## src/hdl/pll_divider_search_macros.svh

```systemverilog
// Assertion macros used by the PLL divider search RTL.
`ifndef PLL_DIVIDER_SEARCH_MACROS_SVH
`define PLL_DIVIDER_SEARCH_MACROS_SVH

// Same-cycle implication, sampled on the rising clock edge, off during reset.
`define PDS_ASSERT_IMPLY(label, clk, rst_n, ante, cons) \
    label: assert property (@(posedge clk) disable iff (!rst_n) (ante) |-> (cons)) \
        else $error("pll_divider_search: same-cycle check failed");

// Next-cycle implication, sampled on the rising clock edge, off during reset.
`define PDS_ASSERT_NEXT(label, clk, rst_n, ante, cons) \
    label: assert property (@(posedge clk) disable iff (!rst_n) (ante) |=> (cons)) \
        else $error("pll_divider_search: next-cycle check failed");

`endif

```

## src/hdl/pds_pkg.sv

```systemverilog
// Types and constants shared by the PLL divider search modules.
`default_nettype none

package pds_pkg;

    // Field types at the widths of the ports.
    typedef logic [27:0] freq_t;
    typedef logic [29:0] target_t;
    typedef logic [6:0]  out_div_t;
    typedef logic [6:0]  fb_mult_t;
    typedef logic [3:0]  main_div_t;
    typedef logic [33:0] achieved_t;

    localparam int FREQ_W         = 28;
    localparam int FREQ_RESET     = 100000000;
    localparam int START_ERR      = 32'h7fff_ffff;
    localparam int FB_LOW_FACTOR  = 6;
    localparam int FB_HIGH_FACTOR = 12;

    typedef enum logic [2:0] {
        ST_IDLE,
        ST_SETUP,
        ST_LOAD,
        ST_START,
        ST_DIV,
        ST_EVAL,
        ST_FINISH
    } state_t;

    // Commands from the controller to the datapath.
    typedef struct packed {
        logic start;
        logic md_inc;
        logic fb_init;
        logic fb_inc;
        logic od_inc;
        logic load;
        logic div_start;
        logic eval;
        logic out_load;
    } cmd_t;

    // Status from the datapath to the controller.
    typedef struct packed {
        logic md_empty;
        logic md_last;
        logic fb_last;
        logic od_last;
        logic exact;
        logic div_done;
        logic out_busy;
    } status_t;

endpackage

`default_nettype wire

```

## src/hdl/pds_div.sv

```systemverilog
// Iterative unsigned divider, two quotient bits per cycle.
`default_nettype none
`include "pll_divider_search_macros.svh"

module pds_div #(
    parameter int NUM_W = 36,
    parameter int DEN_W = 14
) (
    input  wire logic             clk,
    input  wire logic             rst_n,
    input  wire logic             start,
    input  wire logic [NUM_W-1:0] num,
    input  wire logic [DEN_W-1:0] den,
    output logic                  done,
    output logic [NUM_W-1:0]      quot
);

    localparam int STEPS = (NUM_W + 1) / 2;
    localparam int QW    = 2 * STEPS;
    localparam int CNT_W = $clog2(STEPS + 1);

    logic [DEN_W-1:0] rem_reg;
    logic [DEN_W-1:0] den_reg;
    logic [QW-1:0]    quo_reg;
    logic [CNT_W-1:0] cnt_reg;
    logic             busy_reg;
    logic             done_reg;

    logic [DEN_W:0]   trial1;
    logic [DEN_W:0]   trial2;
    logic [DEN_W:0]   diff1;
    logic [DEN_W:0]   diff2;
    logic             ge1;
    logic             ge2;
    logic [DEN_W-1:0] rem1;
    logic [DEN_W-1:0] rem_next;
    logic [QW-1:0]    quo_next;

    // Two restoring steps: each shifts in one numerator bit and subtracts if it can.
    always_comb
    begin
        trial1   = {rem_reg, quo_reg[QW-1]};
        ge1      = trial1 >= {1'b0, den_reg};
        diff1    = trial1 - {1'b0, den_reg};
        rem1     = ge1 ? diff1[DEN_W-1:0] : trial1[DEN_W-1:0];
        trial2   = {rem1, quo_reg[QW-2]};
        ge2      = trial2 >= {1'b0, den_reg};
        diff2    = trial2 - {1'b0, den_reg};
        rem_next = ge2 ? diff2[DEN_W-1:0] : trial2[DEN_W-1:0];
        quo_next = {quo_reg[QW-3:0], ge1, ge2};
    end

    always_ff @(posedge clk or negedge rst_n)
    begin
        if (!rst_n)
        begin
            busy_reg <= 1'b0;
            done_reg <= 1'b0;
            cnt_reg  <= '0;
        end
        else
        begin
            done_reg <= 1'b0;
            if (start)
            begin
                busy_reg <= 1'b1;
                cnt_reg  <= CNT_W'(STEPS);
            end
            else if (busy_reg)
            begin
                cnt_reg <= cnt_reg - 1'b1;
                if (cnt_reg == CNT_W'(1))
                begin
                    busy_reg <= 1'b0;
                    done_reg <= 1'b1;
                end
            end
        end
    end

    always_ff @(posedge clk)
    begin
        if (start)
        begin
            rem_reg <= '0;
            den_reg <= den;
            quo_reg <= QW'(num);
        end
        else if (busy_reg)
        begin
            rem_reg <= rem_next;
            quo_reg <= quo_next;
        end
    end

    assign done = done_reg;
    assign quot = NUM_W'(quo_reg);

    `PDS_ASSERT_IMPLY(a_no_restart, clk, rst_n, start, !busy_reg)
    `PDS_ASSERT_IMPLY(a_rem_bound, clk, rst_n, busy_reg, rem_reg < den_reg)
    `PDS_ASSERT_NEXT(a_done_pulse, clk, rst_n, done_reg, !done_reg && !busy_reg)

endmodule

`default_nettype wire

```

## src/hdl/pds_dp.sv

```systemverilog
// Datapath: candidate counters, products, divider, best-candidate tracking and output.
`default_nettype none

module pds_dp #(
    parameter int MAIN_DIV_LIMIT = 10,
    parameter int OUT_DIV_LIMIT  = 128,
    parameter int FB_MULT_MAX    = 64
) (
    input  wire logic               clk,
    input  wire logic               rst_n,
    input  wire pds_pkg::cmd_t      cmd,
    output pds_pkg::status_t        status,
    input  wire logic               cfg_we,
    input  wire pds_pkg::freq_t     cfg_freq,
    input  wire pds_pkg::target_t   target_in,
    output logic                    out_valid,
    input  wire logic               out_ready,
    output pds_pkg::out_div_t       out_div,
    output pds_pkg::fb_mult_t       fb_mult,
    output pds_pkg::main_div_t      main_div,
    output pds_pkg::achieved_t      achieved_hz
);

    localparam int MD_W  = $clog2(MAIN_DIV_LIMIT);
    localparam int OD_W  = $clog2(OUT_DIV_LIMIT);
    localparam int FB_W  = $clog2(FB_MULT_MAX + 1);
    localparam int X_W   = MD_W + FB_W + 4;
    localparam int NUM_W = pds_pkg::FREQ_W + FB_W;
    localparam int DEN_W = MD_W + OD_W;
    localparam int TGT_W = $bits(pds_pkg::target_t);

    pds_pkg::freq_t    freq_reg;
    pds_pkg::target_t  target_reg;
    logic [MD_W-1:0]   md_reg;
    logic [FB_W-1:0]   fb_reg;
    logic [OD_W-1:0]   od_reg;
    logic [NUM_W-1:0]  prod_reg;
    logic [DEN_W-1:0]  den_reg;
    logic [NUM_W-1:0]  best_err_reg;
    logic [NUM_W-1:0]  best_f_reg;
    logic [OD_W-1:0]   best_od_reg;
    logic [FB_W-1:0]   best_fb_reg;
    logic [MD_W-1:0]   best_md_reg;
    logic              out_valid_reg;
    pds_pkg::out_div_t  out_div_reg;
    pds_pkg::fb_mult_t  fb_mult_reg;
    pds_pkg::main_div_t main_div_reg;
    pds_pkg::achieved_t achieved_reg;

    logic [X_W-1:0]    fb_lo_x;
    logic [X_W-1:0]    fb_hi_x;
    logic [FB_W-1:0]   fb_hi;
    logic [NUM_W-1:0]  quot;
    logic [NUM_W-1:0]  tgt_x;
    logic [NUM_W-1:0]  err;
    logic              better;
    logic              div_done;

    // Multiplier range of the current main divider, clipped to the upper bound.
    always_comb
    begin
        fb_lo_x = X_W'(md_reg) * X_W'(pds_pkg::FB_LOW_FACTOR);
        fb_hi_x = X_W'(md_reg) * X_W'(pds_pkg::FB_HIGH_FACTOR);
        if (fb_hi_x > X_W'(FB_MULT_MAX))
            fb_hi = FB_W'(FB_MULT_MAX);
        else
            fb_hi = FB_W'(fb_hi_x);
    end

    always_comb
    begin
        tgt_x  = NUM_W'(target_reg);
        err    = (quot > tgt_x) ? (quot - tgt_x) : (tgt_x - quot);
        better = err < best_err_reg;
    end

    pds_div #(
        .NUM_W (NUM_W),
        .DEN_W (DEN_W)
    ) u_div (
        .clk   (clk),
        .rst_n (rst_n),
        .start (cmd.div_start),
        .num   (prod_reg),
        .den   (den_reg),
        .done  (div_done),
        .quot  (quot)
    );

    always_ff @(posedge clk or negedge rst_n)
    begin
        if (!rst_n)
        begin
            freq_reg      <= pds_pkg::freq_t'(pds_pkg::FREQ_RESET);
            out_valid_reg <= 1'b0;
            md_reg        <= '0;
            fb_reg        <= '0;
            od_reg        <= '0;
        end
        else
        begin
            if (cfg_we)
                freq_reg <= cfg_freq;
            if (cmd.out_load)
                out_valid_reg <= 1'b1;
            else if (out_ready)
                out_valid_reg <= 1'b0;
            if (cmd.start)
                md_reg <= MD_W'(1);
            else if (cmd.md_inc)
                md_reg <= md_reg + 1'b1;
            if (cmd.fb_init)
                fb_reg <= FB_W'(fb_lo_x);
            else if (cmd.fb_inc)
                fb_reg <= fb_reg + 1'b1;
            if (cmd.fb_init || cmd.fb_inc)
                od_reg <= OD_W'(1);
            else if (cmd.od_inc)
                od_reg <= od_reg + 1'b1;
        end
    end

    always_ff @(posedge clk)
    begin
        if (cmd.start)
            target_reg <= target_in;
        if (cmd.load)
        begin
            prod_reg <= NUM_W'(freq_reg) * NUM_W'(fb_reg);
            den_reg  <= DEN_W'(md_reg) * DEN_W'(od_reg);
        end
        if (cmd.start)
        begin
            best_err_reg <= NUM_W'(pds_pkg::START_ERR);
            best_f_reg   <= '0;
            best_od_reg  <= '0;
            best_fb_reg  <= '0;
            best_md_reg  <= '0;
        end
        else if (cmd.eval && better)
        begin
            best_err_reg <= err;
            best_f_reg   <= quot;
            best_od_reg  <= od_reg;
            best_fb_reg  <= fb_reg;
            best_md_reg  <= md_reg;
        end
        if (cmd.out_load)
        begin
            out_div_reg  <= pds_pkg::out_div_t'(best_od_reg);
            fb_mult_reg  <= pds_pkg::fb_mult_t'(best_fb_reg);
            main_div_reg <= pds_pkg::main_div_t'(best_md_reg);
            achieved_reg <= pds_pkg::achieved_t'(best_f_reg);
        end
    end

    always_comb
    begin
        status.md_empty = fb_lo_x > X_W'(FB_MULT_MAX);
        status.md_last  = md_reg == MD_W'(MAIN_DIV_LIMIT - 1);
        status.fb_last  = fb_reg == fb_hi;
        status.od_last  = od_reg == OD_W'(OUT_DIV_LIMIT - 1);
        status.exact    = quot == tgt_x;
        status.div_done = div_done;
        status.out_busy = out_valid_reg && !out_ready;
    end

    assign out_valid   = out_valid_reg;
    assign out_div     = out_div_reg;
    assign fb_mult     = fb_mult_reg;
    assign main_div    = main_div_reg;
    assign achieved_hz = achieved_reg;

    // The target field is narrower than the quotient, so the error compare is sound.
    if (TGT_W > NUM_W)
    begin : g_width_check
        $error("target wider than quotient");
    end

endmodule

`default_nettype wire

```

## src/hdl/pds_ctrl.sv

```systemverilog
// Controller state machine that sequences the candidate search.
`default_nettype none

module pds_ctrl (
    input  wire logic              clk,
    input  wire logic              rst_n,
    input  wire logic              in_valid,
    output logic                   in_ready,
    input  wire pds_pkg::status_t  status,
    output pds_pkg::cmd_t          cmd
);

    pds_pkg::state_t state_reg;
    pds_pkg::state_t state_next;

    always_ff @(posedge clk or negedge rst_n)
    begin
        if (!rst_n)
            state_reg <= pds_pkg::ST_IDLE;
        else
            state_reg <= state_next;
    end

    always_comb
    begin
        state_next = state_reg;
        cmd        = '0;
        in_ready   = 1'b0;
        unique case (state_reg)
            pds_pkg::ST_IDLE:
            begin
                in_ready = 1'b1;
                if (in_valid)
                begin
                    cmd.start  = 1'b1;
                    state_next = pds_pkg::ST_SETUP;
                end
            end
            pds_pkg::ST_SETUP:
            begin
                priority if (!status.md_empty)
                begin
                    cmd.fb_init = 1'b1;
                    state_next  = pds_pkg::ST_LOAD;
                end
                else if (status.md_last)
                    state_next = pds_pkg::ST_FINISH;
                else
                    cmd.md_inc = 1'b1;
            end
            pds_pkg::ST_LOAD:
            begin
                cmd.load   = 1'b1;
                state_next = pds_pkg::ST_START;
            end
            pds_pkg::ST_START:
            begin
                cmd.div_start = 1'b1;
                state_next    = pds_pkg::ST_DIV;
            end
            pds_pkg::ST_DIV:
            begin
                if (status.div_done)
                    state_next = pds_pkg::ST_EVAL;
            end
            pds_pkg::ST_EVAL:
            begin
                cmd.eval = 1'b1;
                priority if (status.exact)
                    state_next = pds_pkg::ST_FINISH;
                else if (!status.od_last)
                begin
                    cmd.od_inc = 1'b1;
                    state_next = pds_pkg::ST_LOAD;
                end
                else if (!status.fb_last)
                begin
                    cmd.fb_inc = 1'b1;
                    state_next = pds_pkg::ST_LOAD;
                end
                else if (!status.md_last)
                begin
                    cmd.md_inc = 1'b1;
                    state_next = pds_pkg::ST_SETUP;
                end
                else
                    state_next = pds_pkg::ST_FINISH;
            end
            pds_pkg::ST_FINISH:
            begin
                if (!status.out_busy)
                begin
                    cmd.out_load = 1'b1;
                    state_next   = pds_pkg::ST_IDLE;
                end
            end
            default:
            begin
                state_next = pds_pkg::ST_IDLE;
            end
        endcase
    end

endmodule

`default_nettype wire

```

## src/hdl/pll_divider_search.sv

```systemverilog
// Top level of the PLL divider search block.
`default_nettype none

// PLL divider search. Each beat on the input channel carries a requested
// output frequency in Hz. The block walks every PLL setting in a fixed
// order: main divider from 1 to MAIN_DIV_LIMIT-1, then feedback multiplier
// from 6 times the main divider up to 12 times it or FB_MULT_MAX, whichever
// is lower, then output divider from 1 to OUT_DIV_LIMIT-1. For each setting
// it forms reference * multiplier / (main divider * output divider), with
// truncating division and no overflow, and keeps the first setting whose
// error against the target is strictly smallest. An exact match ends the
// search at once. One beat on the output channel returns the chosen dividers
// and the frequency they give. Each setting is a product load, a pass
// through the shared divider, which retires two quotient bits per cycle,
// and a compare. With the default limits there are 22225 settings; an
// exact match finishes sooner. One request is searched at a time; a new
// request is taken while the previous result still waits in the output
// register. The reference frequency is written through the configuration
// channel, which is always ready and must only be used while no search is
// running; it resets to 100 MHz.
module pll_divider_search #(
    parameter int MAIN_DIV_LIMIT = 10,
    parameter int OUT_DIV_LIMIT  = 128,
    parameter int FB_MULT_MAX    = 64
) (
    input  wire logic                clk,
    input  wire logic                rst_n,
    input  wire logic                cfg_valid,
    output logic                     cfg_ready,
    input  wire pds_pkg::freq_t      input_freq_hz,
    input  wire logic                in_valid,
    output logic                     in_ready,
    input  wire pds_pkg::target_t    target_hz,
    output logic                     out_valid,
    input  wire logic                out_ready,
    output pds_pkg::out_div_t        out_div,
    output pds_pkg::fb_mult_t        fb_mult,
    output pds_pkg::main_div_t       main_div,
    output pds_pkg::achieved_t       achieved_hz
);

    pds_pkg::cmd_t    cmd;
    pds_pkg::status_t status;

    // The reference frequency register takes every write, so the port never stalls.
    assign cfg_ready = 1'b1;

    pds_ctrl u_ctrl (
        .clk      (clk),
        .rst_n    (rst_n),
        .in_valid (in_valid),
        .in_ready (in_ready),
        .status   (status),
        .cmd      (cmd)
    );

    pds_dp #(
        .MAIN_DIV_LIMIT (MAIN_DIV_LIMIT),
        .OUT_DIV_LIMIT  (OUT_DIV_LIMIT),
        .FB_MULT_MAX    (FB_MULT_MAX)
    ) u_dp (
        .clk         (clk),
        .rst_n       (rst_n),
        .cmd         (cmd),
        .status      (status),
        .cfg_we      (cfg_valid),
        .cfg_freq    (input_freq_hz),
        .target_in   (target_hz),
        .out_valid   (out_valid),
        .out_ready   (out_ready),
        .out_div     (out_div),
        .fb_mult     (fb_mult),
        .main_div    (main_div),
        .achieved_hz (achieved_hz)
    );

endmodule

`default_nettype wire
```

## config.mk

```make
export PLATFORM = sky130hd
export DESIGN_NAME = pll_divider_search
export DESIGN_NICKNAME = d
export VERILOG_FILES = /design/src/hdl/pds_pkg.sv /design/src/hdl/pds_div.sv /design/src/hdl/pds_dp.sv /design/src/hdl/pds_ctrl.sv /design/src/hdl/pll_divider_search.sv
export VERILOG_INCLUDE_DIRS = /design/src /design/src/hdl
export SDC_FILE = /design/constraint.sdc
export NUM_CORES = 1
export LEC_CHECK = 0
export BUFFER_PORTS_ARGS = -buffer_cell sky130_fd_sc_hd__buf_2
export CAP_MARGIN = 20
export CORE_ASPECT_RATIO = 1.1
export CORE_UTILIZATION = 35
export CTS_CLUSTER_SIZE = 10
export DETAILED_ROUTE_END_ITERATION = 6
export PLACE_DENSITY = 0.52
export SYNTH_ARGS = -nofsm -noshare
export SYNTH_HDL_FRONTEND = slang
export SYNTH_HIERARCHICAL = 1
export SYNTH_SLANG_ARGS = --single-unit
```

## constraint.sdc

```tcl
create_clock -name clk -period 13.8 [get_ports clk]
set_clock_uncertainty 0.2 [all_clocks]
set_input_delay 0.69 -clock clk [delete_from_list [all_inputs] [get_ports clk]]
set_output_delay 0.69 -clock clk [all_outputs]
set_load 0.05 [all_outputs]
```

# Word level (Yosys, flattened, before mapping)
# Index checks and enable logic that the tools add are counted.
# totals
out_inout_bits	55
inputBits	63
regBits	330
elab_cells	122
# op_classes
n_addsub	8
reduce_logical	11
n_mux	53
multipliers	4
eq_ne	15
n_lt_le_gt_ge	6
# ops
cell	n
$mux 35	3
$eq 35x30->1	1
$gt 35x30->1	1
$lt 35x35->1	1
$mul 28x7->35	1
$mux 7	5
$sub 30x35->35	1
$sub 35x30->35	1
$mux 3	9
$mux 1	26
$ge 12x11->1	2
$mux 11	2
$sub 11x11->11	2
$pmux 3 s7	1
$add 7x1->7 const B	2
$mul 4x2->6 const B	2
$mul 4x7->11	1
$mux 5	2
$reduce_bool 2->1	5
$eq 3x3->1 const B	3
$gt 8x7->1 const B	1
$mux 4	2
$eq 7x7->1	1
$eq 7x7->1 const B	1
other kinds (17)	21

# Logic depth before layout (Yosys ltp)
# Gate-level depths: netlist of run 1.
# logic_depth
ltp_word	10
mapped_depth	26

# Cells and area by module
# The synthesis of run 1 kept the hierarchy.
# modules_own_cells
mod	seq_area_each_um2	cells_per_inst	instances	area_each_um2
pds_dp	6776.5	2195	1	20564.7
pds_div	1796.7	367	1	4082.7
pds_ctrl	75.1	36	1	326.6
pll_divider_search	0.0	2	1	11.3

# Worst setup path after synthesis of run 1
# OpenSTA, ideal clock, no wires.
# synth_path
path_kind	register -> register
startpoint	register u_dp.fb_reg[3]
endpoint	register u_dp.prod_reg[34], data pin
stages_incl_launch_ff	21
t_arrival_ns	5.305
setup_time_ns	0.260
slack_ns	8.035
n_path_buf	4
required_time_ns	13.340
period_less_slack_ns	5.765
path_cell_list	dfrtp_1 -> clkbuf_1 -> clkbuf_1 -> clkbuf_1 -> nand2_1 -> fa_1 -> inv_1 -> fa_1 -> fa_1 -> fa_1 -> ha_1 -> clkbuf_1 -> a21o_1 -> a21o_1 -> a21o_1 -> a2111oi_0 -> nor2_1 -> a211oi_1 -> o41ai_1 -> a21oi_1 -> xnor2_1
# synth_between
elab_chain_cells	1
# synth_rtl
item	line_no	text
start, declared	pds_dp.sv:35	logic [FB_W-1:0] fb_reg;
start signal, assigned	pds_dp.sv:113	fb_reg <= FB_W'(fb_lo_x);
start signal, assigned	pds_dp.sv:115	fb_reg <= fb_reg + 1'b1;
$mul 28x7->35	pds_dp.sv:129	prod_reg <= NUM_W'(freq_reg) * NUM_W'(fb_reg);
end signal, assigned	pds_dp.sv:129	
end, declared	pds_dp.sv:37	logic [NUM_W-1:0] prod_reg;
# No other way between the ends.
# A chain may end at the register's enable or synchronous reset.

# Worst setup path in the final report of run 1
# layout_path
startpoint	register u_dp.u_div.quo_reg[15]
endpoint	register u_dp.best_err_reg[8]
# layout_between
elab_chain_cells	4
elab_cells_between_ends	6
cone_classes	add/sub: 2; order compare: 2; mux: 1; reduce/logical: 1
# layout_rtl
item	line_no	text
start, declared	pds_div.sv:24	logic [QW-1:0] quo_reg;
start signal, assigned	pds_div.sv:87	quo_reg <= QW'(num);
start signal, assigned	pds_div.sv:92	quo_reg <= quo_next;
$sub 30x35->35 (tied with other cells)	pds_dp.sv:73	err = (quot > tgt_x) ? (quot - tgt_x) : (tgt_x - quot);
$mux 35 *	pds_dp.sv:73	
named net u_dp.err[16]	pds_dp.sv:55	logic [NUM_W-1:0] err;
$lt 35x35->1 *	pds_dp.sv:74	better = err < best_err_reg;
$logic_and 1x1->1 *	pds_dp.sv:140	else if (cmd.eval && better)
end signal, assigned	pds_dp.sv:134	best_err_reg <= NUM_W'(pds_pkg::START_ERR);
end signal, assigned	pds_dp.sv:142	best_err_reg <= err;
end, declared	pds_dp.sv:39	logic [NUM_W-1:0] best_err_reg;
# Mark *: on every way through the listed nets, which the timed path passes. The rest lies on a longest branch.

==> flow_summary.json, run 1 <==
{
  "grt_usage_pct": 18.0,
  "cp_slowest_cell": "nand2_2",
  "syn_nets": 3003,
  "ys_types": 99,
  "h-tree-depth": 2,
  "vdd_drop_max_mv": 0.0713,
  "clk_pin_slew_ns": 0.05,
  "post-place-ws_ns": 6.56,
  "ys.flop_type": "edfxtp_1",
  "area_growth_pct": 8.94,
  "first_global_vias": 18400,
  "cp-startpoint": "u_dp/u_div/quo_reg[15]$_DFFE_PP_",
  "cts_buffers": 41,
  "placeableCoreArea_sq_mm": 0.0704,
  "vias": 18100,
  "start_util_pct": 35.5,
  "place_congestion": 0.903,
  "die_x_microns": 257,
  "hold_class": "in2async",
  "grt-ovfl-total": 0,
  "grt_util_met1_pct": 24.0,
  "hold_viol_final": 0,
  "start_kind": "flop",
  "setup_viol": 0,
  "die_area_sq_mm": 0.0725,
  "synth_edf_count": 174,
  "post-route-period-util_pct": 52.4,
  "rsz0062_at_grt": "no",
  "max-slew-margin-rel_pct": 31.3,
  "grt_max_degree": 71,
  "reg2reg_to": "u_dp/best_err_reg[8]$_SDFFE_PP1P_",
  "detail_route.wl_per_cell_microns": 18.2,
  "yosysTopAreaCell": "edfxtp_1",
  "synth.top_cells.by_count": "nand2_1 (336), inv_1 (325), ha_1 (196), a21oi_1 (191), edfxtp_1 (174)",
  "cp_top_family": "compound AO/OA/AOI/OAI gates",
  "io_buffers": 116,
  "leakage_nw": 12.4,
  "cts_tree": "built",
  "r2r-start": "u_dp/u_div/quo_reg[15]$_DFFE_PP_",
  "via_per_inst": 5.06,
  "worst_pin_slew_ns": 1.03,
  "row_count": 102,
  "drv_slew": 0,
  "fin_crit_ns": 7.23,
  "synth_area_per_cell_sq_um": 9.61,
  "ant_nets": 0,
  "syn_inst": 2600,
  "arrival_ns": 7.46,
  "cts_setup_buffers": 0,
  "drc": 0,
  "grt_pass1_wl_mm": 103,
  "grt_busiest_layer": "met2",
  "drt-pass1-iter-count": 5,
  "yosysMostFrequentCell": "nand2_1",
  "globalRouteMet2Util_pct": 30.3,
  "dieHeight_microns": 282,
  "clockBufferDepth": 3,
  "met3_usage_pct": 2.27,
  "wl_mm": 65.3,
  "tns_ns": 0,
  "critPathKind": "reg2reg",
  "antenna_found_initial": 1,
  "largest_reg_flops": 36,
  "worstPathRequired_ns": 14.03,
  "drt_iter0_drc": 1010,
  "reg2reg_slack_ns": 6.57,
  "max_freq_mhz": 138,
  "clk_latency_ns": 0.57,
  "ctsHoldBuffers": 0,
  "synth_area_sq_mm": 0.0250,
  "place_hpwl_mm": 49.5,
  "cpPeakStageDelay_ns": 0.74,
  "fin_ws_ns": 6.57,
  "cp.depth": 21,
  "synth_warnings": 6,
  "ctsResizeCount": 0,
  "p_per_area_mw_per_mm2": 76.3,
  "synth_top_area_share_pct": 20.9,
  "num_io_pins": 118,
  "reg2regPathDepth": 21,
  "nets": 3019,
  "cp.buffers_inverters": 2,
  "yosys-top-cells-area": "edfxtp_1 (21%), fa_1 (12%), ha_1 (9.8%)",
  "critPathMaxFanout": 44,
  "ys_seq_area_share_pct": 34.6,
  "root_buffer": "clkbuf_16",
  "ys_seq_elements": 330,
  "cts.sinks": 330,
  "critPathCaptureType": "flop",
  "path_cells": "ha_1 -> nand2_1 -> o21ai_1 -> o311a_1 -> nor4_4 -> nand3_2 -> nand2_2 -> buf_4 -> mux2i_1 -> o21a_1 -> xnor2_1 -> ha_1 -> a21o_1 -> a21o_1 -> a21oi_1 -> a31oi_1 -> o21ai_0 -> nand2_2 -> buf_4 -> a2111oi_0 -> a211oi_1",
  "drive_gt1_share_pct": 11.7,
  "maxCapViolations": 0,
  "status": "completed",
  "async_flop_share_pct": 17.3
}
-- routing by layer --
metal  vias up  routed length, microns
met5         -                      15
met4         2                    1900
met3       106                    2410
met2       366                   30800
met1      8885                   30200
li1       8784                       -
-- kinds of logic after synthesis --
| group | after synthesis | synth area share, % |
|---|---|---|
| xor+xnor | 104 | 3.65 |
| buf+inv | 487 | 8.45 |
| other cells | 1 | 0.0150 |
| compound gates | 520 | 13.7 |
| flops | 330 | 34.6 |
| simple gates | 713 | 13.7 |
| fa+ha+maj | 340 | 21.4 |
| mux | 105 | 4.55 |
-- per-stage QoR --
step,cells,utilization (%),cell area [sq um],hold WS [ns],total power [mW]
4_1_cts,3583,38.6,27200,0.0567,2.12
2_1_floorplan,2600,-,25000,0.194,1.08
3_5_place_dp,3509,36.9,26000,0.206,1.11
3_3_place_gp,3508,36.9,26000,0.202,1.11
6_report,3584,38.6,27200,0.0904,2.08
5_1_grt,3583,38.6,27200,0.0728,2.16
-- placed cells by master, fill, tap and decap left out, types with 10 or more instances in the layout --
cell,count
a211oi_1,25
a21o_1,71
a21oi_1,191
a2bb2oi_1,19
and2_1,78
and3_1,10
buf_2,116
buf_4,16
clkbuf_1,22
clkbuf_16,41
dfrtp_1,45
dfstp_2,12
dfxtp_1,99
edfxtp_1,174
fa_1,144
ha_1,196
inv_1,325
mux2_2,69
mux2i_1,36
nand2_1,335
nand2b_1,14
nand3_1,25
nand4_1,21
nor2_1,114
nor2b_1,19
nor3_1,28
o21a_1,16
o21ai_0,59
o21ai_1,18
o21bai_1,17
or2_2,10
xnor2_1,65
xor2_1,39
-- worst register-to-register path, delay by kind of cell (launching register included) --
kind                       cells  cell delay [ns]
AOI/OAI and AO/OA             10             2.44
xor gates and xnor gates       1             0.13
and+or+nand+nor                5             1.74
muxes                          1             0.41
buffers and inverters          2             1.02
DFF                            1             0.42
adders and majority gates      2             0.76
-- worst max-delay path by stage --
stage                                               to  slack (ns)
floorplan                  u_dp/prod_reg[34]$_DFFE_PP_        8.04
global placement    u_dp/best_err_reg[20]$_SDFFE_PP1P_        6.72
detailed placement   u_dp/best_err_reg[8]$_SDFFE_PP1P_        6.56
CTS                  u_dp/best_err_reg[8]$_SDFFE_PP1P_        6.54
global route         u_dp/best_err_reg[8]$_SDFFE_PP1P_        5.95
finish               u_dp/best_err_reg[8]$_SDFFE_PP1P_        6.57
-- power by group --
group          switching [mW]  total, mW  internal, mW  leakage (nW)
Combinational          0.0120     0.0255        0.0135          8.98
Clock                   0.423      0.991         0.568         0.581
Sequential             0.0224       1.06          1.04          2.87
-- final cells by class --
| class | count | area [sq um] |
|---|---|---|
| Antenna cell | 1 | 2.50 |
| Clock buffer | 66 | 1150 |
| Clock inverter | 8 | 45.0 |
| Fill cell | 7110 | 43200 |
| Inverter | 327 | 1230 |
| Multi-Input combinational cell | 1783 | 14200 |
| Sequential cell | 330 | 8650 |
| Tap cell | 936 | 1170 |
| Timing Repair Buffer | 133 | 728 |
No activity file was read; power rests on OpenSTA's default activity.
==> run 2: changes to the inputs <==
- clock period: 13.8 -> 7.6 ns (I/O delays scaled with it)
==> flow_summary.json, run 2 (synthesized netlist as in run 1, its figures left out) <==
{
  "first_global_vias": 18600,
  "seqPwrFrac_pct": 48.3,
  "tns_ns": 0,
  "drc": 0,
  "clk_latency_ns": 0.59,
  "drive_gt1_share_pct": 11.9,
  "placed_cell_area_sq_mm": 0.0261,
  "rsz0062_at_grt": "no",
  "cts.sinks": 330,
  "cts_tree": "built",
  "hold_class": "in2reg",
  "h-tree-depth": 2,
  "r2r-start": "u_dp/u_div/quo_reg[28]$_DFFE_PP_",
  "num_io_pins": 118,
  "status": "completed",
  "row_count": 102,
  "final_common_cell": "nand2_1",
  "grt_pass1_wl_mm": 104,
  "clockBufferDepth": 3,
  "post-route-period-util_pct": 87.7,
  "fin_crit_ns": 6.66,
  "ctsResizeCount": 0,
  "place_hpwl_mm": 49.6,
  "detail_route.wl_per_cell_microns": 17.9,
  "p_per_area_mw_per_mm2": 142,
  "grt-ovfl-total": 0,
  "clockPowerShare_pct": 50.0,
  "maxCapViolations": 0,
  "switchingPower_mw": 0.857,
  "start_util_pct": 35.5,
  "largest_reg_flops": 36,
  "antenna_found_initial": 0,
  "multiInputGateArea_sq_mm": 0.0142,
  "hold_depth": 4,
  "reg2regPathDepth": 21,
  "nFillCells": 7034,
  "vias": 18300,
  "die_x_microns": 257,
  "finalInstanceArea_sq_mm": 0.0281,
  "grt_usage_pct": 18.1,
  "critPathKind": "reg2reg",
  "reg2reg_slack_ns": 0.94,
  "arrival_ns": 6.90,
  "nets": 3086,
  "final_core_util_pct": 39.8,
  "swShare_pct": 21.5,
  "seq_area_sq_mm": 0.00865,
  "max-slew-margin-rel_pct": 33.2,
  "ant_nets": 0,
  "reg2reg_to": "u_dp/best_err_reg[27]$_SDFFE_PP1P_",
  "place_congestion": 0.918,
  "clk_pin_slew_ns": 0.06,
  "area_growth_pct": 12.3,
  "io_buffers": 116,
  "setup_viol": 0,
  "root_buffer": "clkbuf_16",
  "leakage_nw": 12.8,
  "pwr-share-comb_pct": 1.7,
  "drt-pass1-iter-count": 5,
  "dieHeight_microns": 282,
  "worst_pin_slew_ns": 0.995,
  "drv_slew": 0,
  "die_area_sq_mm": 0.0725,
  "grt_max_degree": 68,
  "min_from": "out_ready",
  "cts_buffers": 43,
  "hold_viol_final": 0,
  "start_kind": "flop",
  "worstPathRequired_ns": 7.84,
  "p_int_mw": 3.13,
  "vdd_drop_max_mv": 0.145,
  "max_freq_mhz": 150,
  "drt_iter0_drc": 1025,
  "hold_end": "u_ctrl/state_reg[1]$_DFFE_PN0P_",
  "wl_mm": 65.4,
  "critPathCaptureType": "flop",
  "via_per_inst": 5.02,
  "critPathMaxFanout": 38,
  "mostFrequentLayoutCells": "nand2_1 (335), inv_1 (325), ha_1 (196)",
  "placeableCoreArea_sq_mm": 0.0704
}
[run 2: cell count changes in the layout (fill, tap and decap cells not counted), moves of 2 or more]
| cell | before | now |
|---|---|---|
| buf_12 | 0 | 2 |
| buf_4 | 16 | 20 |
| bufinv_16 | 0 | 3 |
| clkbuf_16 | 41 | 44 |
| clkinv_4 | 0 | 2 |
| dlygate4sd3_1 | 0 | 60 |
[run 2: cell type report]
| class | instances | area share, % |
|---|---|---|
| Antenna cell | 1 | 0.00892 |
| Multi-Input combinational cell | 1783 | 50.8 |
| Clock inverter | 12 | 0.647 |
| Sequential cell | 330 | 30.8 |
| Timing Repair Buffer | 198 | 4.89 |
| Clock buffer | 68 | 4.32 |
| Tap cell | 936 | 4.17 |
| Inverter | 327 | 4.37 |
[run 2: layer usage]
metal / global-route usage (%) / part of all wire (%) / up-vias
met2: 30.1 / 47 / 336
met3: 2.06 / 3.2 / 76
met4: 5.05 / 2.5 / 0
met1: 24.8 / 47 / 8986
met5: 0 / 0 / -
li1: - / - / 8932
[run 2: critical path, stage by stage (launching register included)]
cell      delay, ns
edfxtp_1       0.49
ha_1           0.50
a21o_1         0.24
a211oi_2       0.37
inv_1          0.13
nor4_4         0.34
nand3_2        0.12
nand2_2        0.31
buf_4          0.33
mux2i_1        0.40
o21ai_1        0.15
xor2_1         0.17
ha_1           0.20
a21oi_1        0.13
nor2b_1        0.05
o21ai_0        0.15
a21oi_1        0.09
nor4b_1        0.73
and2_2         0.82
buf_12         0.31
o2111a_1       0.23
a211oi_1       0.05
[run 2: how the worst max path moves through the flow]
| stage | start | endpoint | slack [ns] |
|---|---|---|---|
| 4_1_cts | u_dp/u_div/quo_reg[28]$_DFFE_PP_ | u_dp/best_err_reg[27]$_SDFFE_PP1P_ | 0.89 |
| 5_1_grt | u_dp/u_div/quo_reg[28]$_DFFE_PP_ | u_dp/best_err_reg[27]$_SDFFE_PP1P_ | 0.44 |
| 3_5_place_dp | u_dp/u_div/quo_reg[28]$_DFFE_PP_ | u_dp/best_err_reg[27]$_SDFFE_PP1P_ | 0.92 |
| 6_report | u_dp/u_div/quo_reg[28]$_DFFE_PP_ | u_dp/best_err_reg[27]$_SDFFE_PP1P_ | 0.94 |
| 2_1_floorplan | u_dp/fb_reg[3]$_DFFE_PN0N_ | u_dp/prod_reg[34]$_DFFE_PP_ | 1.84 |
| 3_3_place_gp | u_dp/u_div/quo_reg[28]$_DFFE_PP_ | u_dp/best_err_reg[27]$_SDFFE_PP1P_ | 1.15 |
[run 2: through the flow]
step | hold slack (ns) | instances | setup slack (ns) | power, mW
floorplan | -0.116 | 2600 | 1.84 | 1.96
global placement | 0.201 | 3514 | 1.15 | 2.01
CTS | 0.00926 | 3654 | 0.885 | 4.07
finish | 0.0377 | 3655 | 0.938 | 3.99
global route | 0.0715 | 3654 | 0.439 | 4.14
detailed placement | 0.205 | 3514 | 0.922 | 2.01
[run 2: repair_timing]
action,4_1_cts,5_1_grt
hold buffers,60,0
setup buffers,0,0
endpoints found under the hold margin,104,0
[run 2: power groups by stage]
stage          Sequential (mW)  Clock, mW  Combinational (mW)
6_report                  1.93       1.99              0.0689
5_1_grt                   1.93       2.13              0.0755
4_1_cts                   1.93       2.07              0.0709
3_5_place_dp              1.96          0              0.0464
3_3_place_gp              1.96          0              0.0456
2_1_floorplan             1.94          0              0.0256
